$ cat src/hw/rtl/pixel_neighbour_count_detector_assert.svh
// assertion macros for the rtl
`ifndef PIXEL_NEIGHBOUR_COUNT_DETECTOR_ASSERT_SVH
`define PIXEL_NEIGHBOUR_COUNT_DETECTOR_ASSERT_SVH

`ifndef ASSERT_OFF

// same-cycle implication
`define ASSERT_IMPLIES(lbl, clk, rst_n, pre, post) \
  lbl: assert property (@(posedge clk) disable iff (!rst_n) (pre) |-> (post)) \
    else $error("same-cycle check failed");

// next-cycle implication
`define ASSERT_NEXT(lbl, clk, rst_n, pre, post) \
  lbl: assert property (@(posedge clk) disable iff (!rst_n) (pre) |=> (post)) \
    else $error("next-cycle check failed");

`else

`define ASSERT_IMPLIES(lbl, clk, rst_n, pre, post)
`define ASSERT_NEXT(lbl, clk, rst_n, pre, post)

`endif

`endif

$ cat src/hw/rtl/pnc_pkg.sv
package pnc_pkg;

  localparam int MAX_WIDTH = 512;
  localparam int LS_AW     = $clog2(MAX_WIDTH);
  localparam int COL_W     = 9;
  localparam int SIDE_W    = 10;
  localparam int CH_W      = 8;
  localparam int COLOR_W   = 24;
  localparam int THR_W     = 4;
  localparam int CNT_W     = 4;
  localparam int DATA_W    = 32;
  localparam int PADDR_W   = 4;
  localparam int MAX_RES   = 3;

  localparam int FIFO_AW    = 3;
  localparam int FIFO_DEPTH = 1 << FIFO_AW;

  localparam logic [SIDE_W-1:0]  RST_RADAR_WIDTH = SIDE_W'(512);
  localparam logic [COLOR_W-1:0] RST_CLASS_A     = 24'h5252D6;
  localparam logic [COLOR_W-1:0] RST_CLASS_B     = 24'hFF394A;
  localparam logic [THR_W-1:0]   RST_MIN_NB      = 4'd3;

  localparam logic [SIDE_W-1:0] MIN_SIDE = SIDE_W'(3);
  localparam logic [SIDE_W-1:0] MAX_SIDE = SIDE_W'(MAX_WIDTH);

  // window bit map: row above in bits 2:0, centre row 5:3, newest row 8:6,
  // higher bit is the column further right
  localparam logic [8:0] WIN_KEEP    = 9'h0DB;
  localparam logic [8:0] CENTRE_MASK = 9'h1EF;
  localparam logic [8:0] BOTTOM_MASK = 9'h178;

  typedef enum logic [1:0] {
    REG_RADAR_WIDTH = 2'd0,
    REG_CLASS_A     = 2'd1,
    REG_CLASS_B     = 2'd2,
    REG_MIN_NB      = 2'd3
  } reg_idx_t;

  typedef struct packed {
    logic             cls;
    logic [COL_W-1:0] col;
    logic [COL_W-1:0] row;
    logic             bottom;
    logic             last_col;
  } s1_t;

  typedef struct packed {
    logic [COL_W-1:0] col;
    logic [COL_W-1:0] row;
    logic             frame_end;
    logic             none_found;
  } res_t;

  typedef struct packed {
    logic [1:0]              n;
    res_t [MAX_RES-1:0]      res;
  } push_t;

  function automatic logic [CNT_W-1:0] popcount9(input logic [8:0] v);
    logic [CNT_W-1:0] n;
    n = '0;
    for (int i = 0; i < 9; i++) begin
      n = n + CNT_W'(v[i]);
    end
    return n;
  endfunction

endpackage

$ cat src/hw/rtl/pnc_if.sv
interface pnc_pix_if;
  logic                     valid;
  logic                     ready;
  logic [pnc_pkg::CH_W-1:0] red;
  logic [pnc_pkg::CH_W-1:0] green;
  logic [pnc_pkg::CH_W-1:0] blue;

  modport source (output valid, output red, output green, output blue, input ready);
  modport sink (input valid, input red, input green, input blue, output ready);
endinterface

interface pnc_res_if;
  logic                      valid;
  logic                      ready;
  logic [pnc_pkg::COL_W-1:0] col;
  logic [pnc_pkg::COL_W-1:0] row;
  logic                      frame_end;
  logic                      none_found;

  modport source (output valid, output col, output row, output frame_end,
                  output none_found, input ready);
  modport sink (input valid, input col, input row, input frame_end,
                input none_found, output ready);
endinterface

$ cat src/hw/rtl/pnc_ram.sv
module pnc_ram #(
  parameter int WIDTH = 2,
  parameter int DEPTH = 512
) (
  input  logic                     clk,
  input  logic                     we,
  input  logic [$clog2(DEPTH)-1:0] waddr,
  input  logic [WIDTH-1:0]         wdata,
  input  logic [$clog2(DEPTH)-1:0] raddr,
  output logic [WIDTH-1:0]         rdata
);

  logic [WIDTH-1:0] mem [DEPTH];

  always_ff @(posedge clk) begin
    if (we) begin
      mem[waddr] <= wdata;
    end
    rdata <= mem[raddr];
  end

endmodule

$ cat src/hw/rtl/pnc_window.sv
module pnc_window (
  input  logic                             clk,
  input  logic                             rst_n,
  input  logic                             s1_valid,
  input  pnc_pkg::s1_t                     s1,
  input  logic [1:0]                       ls_rdata,
  input  logic [pnc_pkg::THR_W-1:0]        min_nb,
  output logic                             ls_we,
  output logic [pnc_pkg::LS_AW-1:0]        ls_waddr,
  output logic [1:0]                       ls_wdata,
  output pnc_pkg::push_t                   push
);

  logic [8:0] win_r, win_nxt;
  logic       found_r, found_nxt;
  logic       top, mid;
  logic       hit_c, hit_b, is_end, found_now;
  logic [1:0] n;
  pnc_pkg::res_t [pnc_pkg::MAX_RES-1:0] res;

  assign top = ls_rdata[1];
  assign mid = ls_rdata[0];

  // new column enters on the right, oldest drops off the left
  assign win_nxt = ((win_r >> 1) & pnc_pkg::WIN_KEEP) |
                   {s1.cls, 2'b00, mid, 2'b00, top, 2'b00};

  assign ls_we    = s1_valid;
  assign ls_waddr = pnc_pkg::LS_AW'(s1.col);
  assign ls_wdata = {mid, s1.cls};

  assign hit_c = (s1.row >= pnc_pkg::COL_W'(2)) && (s1.col >= pnc_pkg::COL_W'(2)) &&
                 win_nxt[4] &&
                 (pnc_pkg::popcount9(win_nxt & pnc_pkg::CENTRE_MASK) >= min_nb);
  assign hit_b = s1.bottom && (s1.col >= pnc_pkg::COL_W'(2)) && win_nxt[7] &&
                 (pnc_pkg::popcount9(win_nxt & pnc_pkg::BOTTOM_MASK) >= min_nb);
  assign is_end    = s1.bottom && s1.last_col;
  assign found_now = found_r | hit_c | hit_b;

  always_comb begin
    res = '0;
    n   = '0;
    if (hit_c) begin
      res[n] = '{col: s1.col - pnc_pkg::COL_W'(1), row: s1.row - pnc_pkg::COL_W'(1),
                 frame_end: 1'b0, none_found: 1'b0};
      n = n + 2'd1;
    end
    if (hit_b) begin
      res[n] = '{col: s1.col - pnc_pkg::COL_W'(1), row: s1.row,
                 frame_end: 1'b0, none_found: 1'b0};
      n = n + 2'd1;
    end
    if (is_end) begin
      res[n] = '{col: '0, row: '0, frame_end: 1'b1, none_found: !found_now};
      n = n + 2'd1;
    end
    push.res = res;
    push.n   = s1_valid ? n : 2'd0;
  end

  assign found_nxt = is_end ? 1'b0 : found_now;

  always_ff @(posedge clk) begin
    if (!rst_n) begin
      win_r   <= '0;
      found_r <= 1'b0;
    end else if (s1_valid) begin
      win_r   <= win_nxt;
      found_r <= found_nxt;
    end
  end

endmodule

$ cat src/hw/rtl/pnc_fifo.sv
module pnc_fifo (
  input  logic                       clk,
  input  logic                       rst_n,
  input  pnc_pkg::push_t             push,
  input  logic                       pop,
  output logic                       head_valid,
  output pnc_pkg::res_t              head,
  output logic [pnc_pkg::FIFO_AW:0]  level
);

  pnc_pkg::res_t mem_r [pnc_pkg::FIFO_DEPTH];
  logic [pnc_pkg::FIFO_AW-1:0] wr_ptr_r, rd_ptr_r;
  logic [pnc_pkg::FIFO_AW:0]   count_r;

  assign head_valid = (count_r != '0);
  assign head       = mem_r[rd_ptr_r];
  assign level      = count_r;

  always_ff @(posedge clk) begin
    for (int k = 0; k < pnc_pkg::MAX_RES; k++) begin
      if (k < int'(push.n)) begin
        mem_r[wr_ptr_r + pnc_pkg::FIFO_AW'(k)] <= push.res[k];
      end
    end
  end

  always_ff @(posedge clk) begin
    if (!rst_n) begin
      wr_ptr_r <= '0;
      rd_ptr_r <= '0;
      count_r  <= '0;
    end else begin
      wr_ptr_r <= wr_ptr_r + pnc_pkg::FIFO_AW'(push.n);
      if (pop) begin
        rd_ptr_r <= rd_ptr_r + pnc_pkg::FIFO_AW'(1);
      end
      count_r <= count_r + (pnc_pkg::FIFO_AW+1)'(push.n) -
                 (pnc_pkg::FIFO_AW+1)'(pop);
    end
  end

endmodule

$ cat src/hw/rtl/pixel_neighbour_count_detector.sv
// channel  dir  payload                              handshake
// in_ch    in   red, green, blue (8 bits each)       valid/ready
// out_ch   out  col, row, frame_end, none_found      valid/ready
// apb      in   psel penable pwrite paddr pwdata     pready always high
//
// one pixel per clock unless the input stalls; a result passes the s1 register and the result queue
// the registered line store read sets the two-stage read-modify-write pipeline
// an eight-entry result queue takes the up to three results of one pixel
// input stalls only when the queue could not hold the results still in flight
// reset clears counters, window and queue; the line store needs no clearing pass
`include "pixel_neighbour_count_detector_assert.svh"

module pixel_neighbour_count_detector (
  input  logic                           clk,
  input  logic                           rst_n,
  pnc_pix_if.sink                        in_ch,
  pnc_res_if.source                      out_ch,
  input  logic                           psel,
  input  logic                           penable,
  input  logic                           pwrite,
  input  logic [pnc_pkg::PADDR_W-1:0]    paddr,
  input  logic [pnc_pkg::DATA_W-1:0]     pwdata,
  output logic [pnc_pkg::DATA_W-1:0]     prdata,
  output logic                           pready
);

  logic [pnc_pkg::SIDE_W-1:0]  radar_width_r;
  logic [pnc_pkg::COLOR_W-1:0] class_a_r, class_b_r;
  logic [pnc_pkg::THR_W-1:0]   min_nb_r;
  pnc_pkg::reg_idx_t           reg_idx;
  logic                        cfg_wr;

  logic [pnc_pkg::SIDE_W-1:0] side;
  logic [pnc_pkg::COL_W-1:0]  side_m1;
  logic [pnc_pkg::COL_W-1:0]  col_r, col_nxt, row_r, row_nxt;
  logic                       in_acc, cls, bottom, last_col;
  logic [pnc_pkg::COLOR_W-1:0] rgb;

  pnc_pkg::s1_t s1_r;
  logic         s1_valid_r;

  logic                      ls_we;
  logic [pnc_pkg::LS_AW-1:0] ls_waddr;
  logic [1:0]                ls_wdata, ls_rdata;
  pnc_pkg::push_t            push;
  logic                      head_valid, pop;
  pnc_pkg::res_t             head;
  logic [pnc_pkg::FIFO_AW:0] fifo_level;

  // configuration registers
  assign pready  = 1'b1;
  assign reg_idx = pnc_pkg::reg_idx_t'(paddr[3:2]);
  assign cfg_wr  = psel && penable && pwrite;

  always_ff @(posedge clk) begin
    if (!rst_n) begin
      radar_width_r <= pnc_pkg::RST_RADAR_WIDTH;
      class_a_r     <= pnc_pkg::RST_CLASS_A;
      class_b_r     <= pnc_pkg::RST_CLASS_B;
      min_nb_r      <= pnc_pkg::RST_MIN_NB;
    end else if (cfg_wr) begin
      unique case (reg_idx)
        pnc_pkg::REG_RADAR_WIDTH: radar_width_r <= pwdata[pnc_pkg::SIDE_W-1:0];
        pnc_pkg::REG_CLASS_A:     class_a_r     <= pwdata[pnc_pkg::COLOR_W-1:0];
        pnc_pkg::REG_CLASS_B:     class_b_r     <= pwdata[pnc_pkg::COLOR_W-1:0];
        pnc_pkg::REG_MIN_NB:      min_nb_r      <= pwdata[pnc_pkg::THR_W-1:0];
        default: ;
      endcase
    end
  end

  always_comb begin
    unique case (reg_idx)
      pnc_pkg::REG_RADAR_WIDTH: prdata = pnc_pkg::DATA_W'(radar_width_r);
      pnc_pkg::REG_CLASS_A:     prdata = pnc_pkg::DATA_W'(class_a_r);
      pnc_pkg::REG_CLASS_B:     prdata = pnc_pkg::DATA_W'(class_b_r);
      pnc_pkg::REG_MIN_NB:      prdata = pnc_pkg::DATA_W'(min_nb_r);
      default:                  prdata = '0;
    endcase
  end

  // frame side clamped to the supported range
  always_comb begin
    side = radar_width_r;
    if (radar_width_r < pnc_pkg::MIN_SIDE) begin
      side = pnc_pkg::MIN_SIDE;
    end else if (radar_width_r > pnc_pkg::MAX_SIDE) begin
      side = pnc_pkg::MAX_SIDE;
    end
  end
  assign side_m1 = pnc_pkg::COL_W'(side - pnc_pkg::SIDE_W'(1));

  // room for the worst case of the item in flight plus the new one
  assign in_ch.ready = ((pnc_pkg::FIFO_AW+1)'(fifo_level) +
                        (s1_valid_r ? (pnc_pkg::FIFO_AW+1)'(pnc_pkg::MAX_RES) : '0))
                       <= (pnc_pkg::FIFO_AW+1)'(pnc_pkg::FIFO_DEPTH - pnc_pkg::MAX_RES);
  assign in_acc = in_ch.valid && in_ch.ready;

  assign rgb      = {in_ch.red, in_ch.green, in_ch.blue};
  assign cls      = (rgb == class_a_r) || (rgb == class_b_r);
  assign bottom   = row_r >= side_m1;
  assign last_col = col_r >= side_m1;

  always_comb begin
    col_nxt = col_r + pnc_pkg::COL_W'(1);
    row_nxt = row_r;
    if (last_col) begin
      col_nxt = '0;
      row_nxt = bottom ? '0 : row_r + pnc_pkg::COL_W'(1);
    end
  end

  always_ff @(posedge clk) begin
    if (!rst_n) begin
      col_r      <= '0;
      row_r      <= '0;
      s1_valid_r <= 1'b0;
    end else begin
      s1_valid_r <= in_acc;
      if (in_acc) begin
        col_r <= col_nxt;
        row_r <= row_nxt;
      end
    end
  end

  always_ff @(posedge clk) begin
    if (in_acc) begin
      s1_r <= '{cls: cls, col: col_r, row: row_r, bottom: bottom, last_col: last_col};
    end
  end

  pnc_ram #(
    .WIDTH(2),
    .DEPTH(pnc_pkg::MAX_WIDTH)
  ) u_line_store (
    .clk   (clk),
    .we    (ls_we),
    .waddr (ls_waddr),
    .wdata (ls_wdata),
    .raddr (pnc_pkg::LS_AW'(col_r)),
    .rdata (ls_rdata)
  );

  pnc_window u_window (
    .clk      (clk),
    .rst_n    (rst_n),
    .s1_valid (s1_valid_r),
    .s1       (s1_r),
    .ls_rdata (ls_rdata),
    .min_nb   (min_nb_r),
    .ls_we    (ls_we),
    .ls_waddr (ls_waddr),
    .ls_wdata (ls_wdata),
    .push     (push)
  );

  assign pop = head_valid && out_ch.ready;

  pnc_fifo u_fifo (
    .clk        (clk),
    .rst_n      (rst_n),
    .push       (push),
    .pop        (pop),
    .head_valid (head_valid),
    .head       (head),
    .level      (fifo_level)
  );

  assign out_ch.valid      = head_valid;
  assign out_ch.col        = head.col;
  assign out_ch.row        = head.row;
  assign out_ch.frame_end  = head.frame_end;
  assign out_ch.none_found = head.none_found;

  // write-back of the line store never meets a read of the same column
  `ASSERT_IMPLIES(a_rmw_distinct, clk, rst_n, s1_valid_r && in_acc, s1_r.col != col_r)
  `ASSERT_IMPLIES(a_fifo_bound, clk, rst_n, 1'b1,
                  fifo_level <= (pnc_pkg::FIFO_AW+1)'(pnc_pkg::FIFO_DEPTH))
  `ASSERT_NEXT(a_frame_wrap, clk, rst_n, in_acc && last_col && bottom,
               col_r == '0 && row_r == '0)

endmodule
$ cat src/flat_wrapper.sv
// flat-port wrapper written by rule: the top's interface ports become plain ports
module pixel_neighbour_count_detector_flat 
  (clk, rst_n, psel, penable, pwrite, paddr, pwdata, prdata, pready, in_ch_valid, in_ch_red, in_ch_green, in_ch_blue, in_ch_ready, out_ch_valid, out_ch_col, out_ch_row, out_ch_frame_end, out_ch_none_found, out_ch_ready);
  pnc_pix_if in_ch_i ();
  pnc_res_if out_ch_i ();
  input  logic clk;
  input  logic rst_n;
  input  logic psel;
  input  logic penable;
  input  logic pwrite;
  input  logic [pnc_pkg::PADDR_W-1:0] paddr;
  input  logic [pnc_pkg::DATA_W-1:0] pwdata;
  output logic [pnc_pkg::DATA_W-1:0] prdata;
  output logic pready;
  input wire logic [$bits(in_ch_i.valid)-1:0] in_ch_valid;
  input wire logic [$bits(in_ch_i.red)-1:0] in_ch_red;
  input wire logic [$bits(in_ch_i.green)-1:0] in_ch_green;
  input wire logic [$bits(in_ch_i.blue)-1:0] in_ch_blue;
  output wire logic [$bits(in_ch_i.ready)-1:0] in_ch_ready;
  output wire logic [$bits(out_ch_i.valid)-1:0] out_ch_valid;
  output wire logic [$bits(out_ch_i.col)-1:0] out_ch_col;
  output wire logic [$bits(out_ch_i.row)-1:0] out_ch_row;
  output wire logic [$bits(out_ch_i.frame_end)-1:0] out_ch_frame_end;
  output wire logic [$bits(out_ch_i.none_found)-1:0] out_ch_none_found;
  input wire logic [$bits(out_ch_i.ready)-1:0] out_ch_ready;
  assign in_ch_i.valid = in_ch_valid;
  assign in_ch_i.red = in_ch_red;
  assign in_ch_i.green = in_ch_green;
  assign in_ch_i.blue = in_ch_blue;
  assign in_ch_ready = in_ch_i.ready;
  assign out_ch_valid = out_ch_i.valid;
  assign out_ch_col = out_ch_i.col;
  assign out_ch_row = out_ch_i.row;
  assign out_ch_frame_end = out_ch_i.frame_end;
  assign out_ch_none_found = out_ch_i.none_found;
  assign out_ch_i.ready = out_ch_ready;
  pixel_neighbour_count_detector u_core (.clk(clk), .rst_n(rst_n), .in_ch(in_ch_i), .out_ch(out_ch_i), .psel(psel), .penable(penable), .pwrite(pwrite), .paddr(paddr), .pwdata(pwdata), .prdata(prdata), .pready(pready));
endmodule
$ cat config.mk
export PLATFORM = sky130hd
export DESIGN_NAME = pixel_neighbour_count_detector_flat
export DESIGN_NICKNAME = d
export VERILOG_FILES = /design/src/hw/rtl/pnc_pkg.sv /design/src/hw/rtl/pnc_if.sv /design/src/hw/rtl/pnc_ram.sv /design/src/hw/rtl/pnc_window.sv /design/src/hw/rtl/pnc_fifo.sv /design/src/hw/rtl/pixel_neighbour_count_detector.sv /design/src/flat_wrapper.sv
export VERILOG_INCLUDE_DIRS = /design/src /design/src/hw/rtl
export SDC_FILE = /design/constraint.sdc
export NUM_CORES = 2
export LEC_CHECK = 0
export BUFFER_PORTS_ARGS = -buffer_cell sky130_fd_sc_hd__buf_2
export CORE_ASPECT_RATIO = 0.7
export CORE_MARGIN = 5
export CORE_UTILIZATION = 30
export CTS_BUF_LIST = sky130_fd_sc_hd__clkbuf_8
export CTS_CLUSTER_SIZE = 25
export DETAILED_ROUTE_END_ITERATION = 6
export PLACE_DENSITY_LB_ADDON = 0.05
export SKIP_CTS_REPAIR_TIMING = 1
export SLEW_MARGIN = 20
export SYNTH_ARGS = -nofsm -noshare
export SYNTH_HDL_FRONTEND = slang
export SYNTH_HIERARCHICAL = 1
export SYNTH_SLANG_ARGS = --single-unit
$ cat constraint.sdc
create_clock -name clk -period 5.95 [get_ports clk]
set_input_delay 0.8925 -clock clk [delete_from_list [all_inputs] [get_ports clk]]
set_output_delay 0.8925 -clock clk [all_outputs]
set_load 0.005 [all_outputs]
==> summary.txt <==
CTS
  – H-tree lvl count: 4
  – Clock latency on the worst-skew pair: 0.96 ns
  – Clk buf depth: 4
  – Clock tree sinks: 1308
  – Total CTS buffers: 221
  – Reg clk slew, reported paths: 0.07 ns
  – Clock tree from TritonCTS: built
  – Root Driver: clkbuf_8

Timing
  – # setup viols final: 0
  – Final hold violations: 0
  – Final setup margin: 0.3611 ns
  – RSZ-0062 raised after global routing: no
  – Final worst path period share: 93.93%
  – Final Slew Violations: 0
  – Max_slew headroom: 26.63%
  – Clock skew: 0.06535 ns
  – Tmin final: 5.589 ns
  – TNS Setup: 0 ns
  – Tightest Pin Transition: 1.098 ns
  – FMAX: 0.1789 GHz

Power and ir drop
  – P per Cell Area: 325.8 nW/µm²
  – Lkg Pwr: 21.27 nW
  – VDD IR max: 0.0001683 V

Cells and area
  – Synth-to-layout area growth: 12.24%
  – Final net count: 4853
  – Final Instance Area: 68680 µm²
  – Share of post-route cells with drive strength above 1: 16.69%
  – Post-route non-filler standard cell count: 7632

Global routing
  – Gr usage total: 19.17%
  – First-pass GRT wire length: 299100 µm
  – Number of global-route vias before repair: 40350
  – Initial antenna violation count: 19
  – Maximum number of pins on one net before global-route repair: 206
  – Global route overflow: 0

Synth
  – Sequential fraction of the synthesis area: 62.50%
  – Most frequent cell after synthesis: edfxtp_1
  – Syn_area_per_cell: 13.16 µm²
  – EDFF count, synth: 1205
  – Synth Flop Type: edfxtp_1
  – Largest area contributor in the netlist: edfxtp_1
  – Ranking of synthesized cells by area: edfxtp_1, mux4_2, mux2i_1, nor2_1, dfxtp_1
  – Synth Cell Area: 61190 µm²
  – Synth warn: 6
  – Asr flop ratio synth: 0%
  – Synthesized flop and latch total: 1308
  – Yosys cell types: 102
  – Post-synth top cells: edfxtp_1, nor2_1, nand2_1
  – Post-Syn Instances: 4648
  – Synth top area share: 59.14%

Floorplan
  – Cell Rows: 138
  – Die ar.: 213200 µm²
  – Initial Util: 30.21%
  – Die width: 549.8 µm
  – Die H: 387.9 µm
  – # IOs: 122
  – Core ar.: 202500 µm²

Placement
  – HPWL after DPL: 124800 µm
  – Place WS: 0.1740 ns
  – Instance area at placement: 64750 µm²
  – Placed insts: 7237
  – Port-buffer cells: 102
  – Final GP Congestion: 0.7616

Setup path
  – Crit path DAT: 6.31 ns
  – Setup CP Type: flop to flop
  – Crit-path max FO: 10
  – Critical Path End Type: flop
  – Data required time at the worst endpoint: 6.67 ns
  – Critical path launch point type: flop

Drt
  – DR WL/cell: 27.51 µm
  – Pre-Repair DR Iteration Count: 5
  – Routed wire length: 210000 µm
  – Via count: 40240
  – Post-route ant nets: 0
  – 1st-iter DRT viols: 3960
  – Vias per inst: 5.273
  – DRC: 0

Outcome
  – Status: finished clean

Run
  – Max-Cap Viols: 0

Hold path
  – Hold Crit Class: input port to flop
-- kinds of logic after synthesis --
logic type / after synthesis / synth area share (%)
AND/OR/NAND/NOR: 1519 / 11.78
flip-flops: 1308 / 62.50
AO/OA/AOI/OAI: 733 / 7.834
buffers and inverters: 492 / 4.204
multiplexers: 468 / 11.42
XOR/XNOR: 71 / 1.029
adder cells (fa/ha/maj): 54 / 1.211
other: 3 / 0.01840
-- flip-flops by register name, summed over array words and instances (netlist names), 9 cells and up, named ones only --
name                     flops
u_core/u_line_store/mem   1024
u_core/u_fifo/mem_r        160
u_core/class_a_r            24
u_core/class_b_r            24
u_core/s1_r                 21
u_core/radar_width_r        10
u_core/col_r                 9
u_core/row_r                 9
-- area by class of cell --
class	instances	area [µm²]
inverters	52	196.4
diodes	7	17.52
multi-input cells	2872	20690
flip-flops and latches	1308	38270
fillers	19860	133900
clock buffers	227	3124
well taps	2730	3416
repair buffers	278	2250
clock inverters	158	720.7
-- report_power, final --
group	internal [W]	total, W	switching [W]
logic	0.00150	0.00405	0.00255
registers	0.0106	0.0108	0.000181
clock network	0.00361	0.00750	0.00390
total	0.0157	0.0224	0.00663
-- cell usage in the layout, fill, tap and decap left out, types with 24 or more instances in the layout --
cell type / count
clkinv_2: 44
o21ai_0: 210
inv_1: 104
mux4_1: 32
clkinv_1: 54
conb_1: 27
mux2_2: 24
nand3_1: 59
o22ai_1: 45
nor3_1: 210
mux2i_1: 272
buf_2: 102
xor2_1: 34
buf_4: 143
a21oi_1: 88
ha_1: 43
mux4_2: 140
a31oi_1: 161
nand2_1: 369
nor2_1: 583
edfxtp_1: 1205
buf_12: 32
xnor2_1: 35
and2_1: 30
clkbuf_8: 227
o221ai_1: 115
dfxtp_1: 96
and4_1: 24
and4b_1: 41
-- worst paths after layout --
| kind | from | end | slack [ns] | cells past startpoint |
|---|---|---|---|---|
| min reg2reg | u_core/class_b_r[5]$_SDFFE_PN0P_ | u_core/class_b_r[5]$_SDFFE_PN0P_ | 0.49 | 2 |
| min | pwdata[20] | u_core/class_b_r[20]$_SDFFE_PN1P_ | 0.17 | 3 |
| max | u_core/u_window/win_r[4]$_SDFFE_PN0P_ | u_core/u_fifo/mem_r[6][3]$_DFFE_PP_ | 0.36 | 19 |
| max reg2reg | u_core/u_window/win_r[4]$_SDFFE_PN0P_ | u_core/u_fifo/mem_r[6][3]$_DFFE_PP_ | 0.36 | 19 |
-- through the flow --
stage	power, W	hold WS (ns)	utilization, %
2_1_floorplan	0.01379	0.4484	-
3_3_place_gp	0.01514	0.4732	31.97
3_5_place_dp	0.01512	0.4796	31.97
4_1_cts	0.02274	0.05054	33.87
5_1_grt	0.02344	0.1044	33.90
6_report	0.02238	0.1707	33.91
-- metal layers --
metal | GRT usage (%) | wire length (µm) | vias to the layer above
li1 | - | - | 17960
met1 | 29.81 | 102900 | 20560
met2 | 26.81 | 86260 | 1393
met3 | 4.125 | 16090 | 319
met4 | 4.585 | 4532 | 4
met5 | 0.4498 | 147 | -
-- critical path, stage by stage (launching register included) --
cell      delay [ns]
dfxtp_1         0.38
inv_1           0.07
fa_1            0.49
fa_1            0.43
fa_1            0.49
inv_1           0.04
ha_1            0.21
fa_1            0.44
xor2_1          0.15
ha_1            0.19
a2111o_1        0.44
nand4_1         0.15
nor2_2          0.07
ha_1            0.34
xor2_1          0.15
and2_2          0.30
nand3b_4        0.18
or2_1           0.41
buf_12          0.22
a31oi_1         0.21
Note: power is estimated with default switching activity, not from simulation.
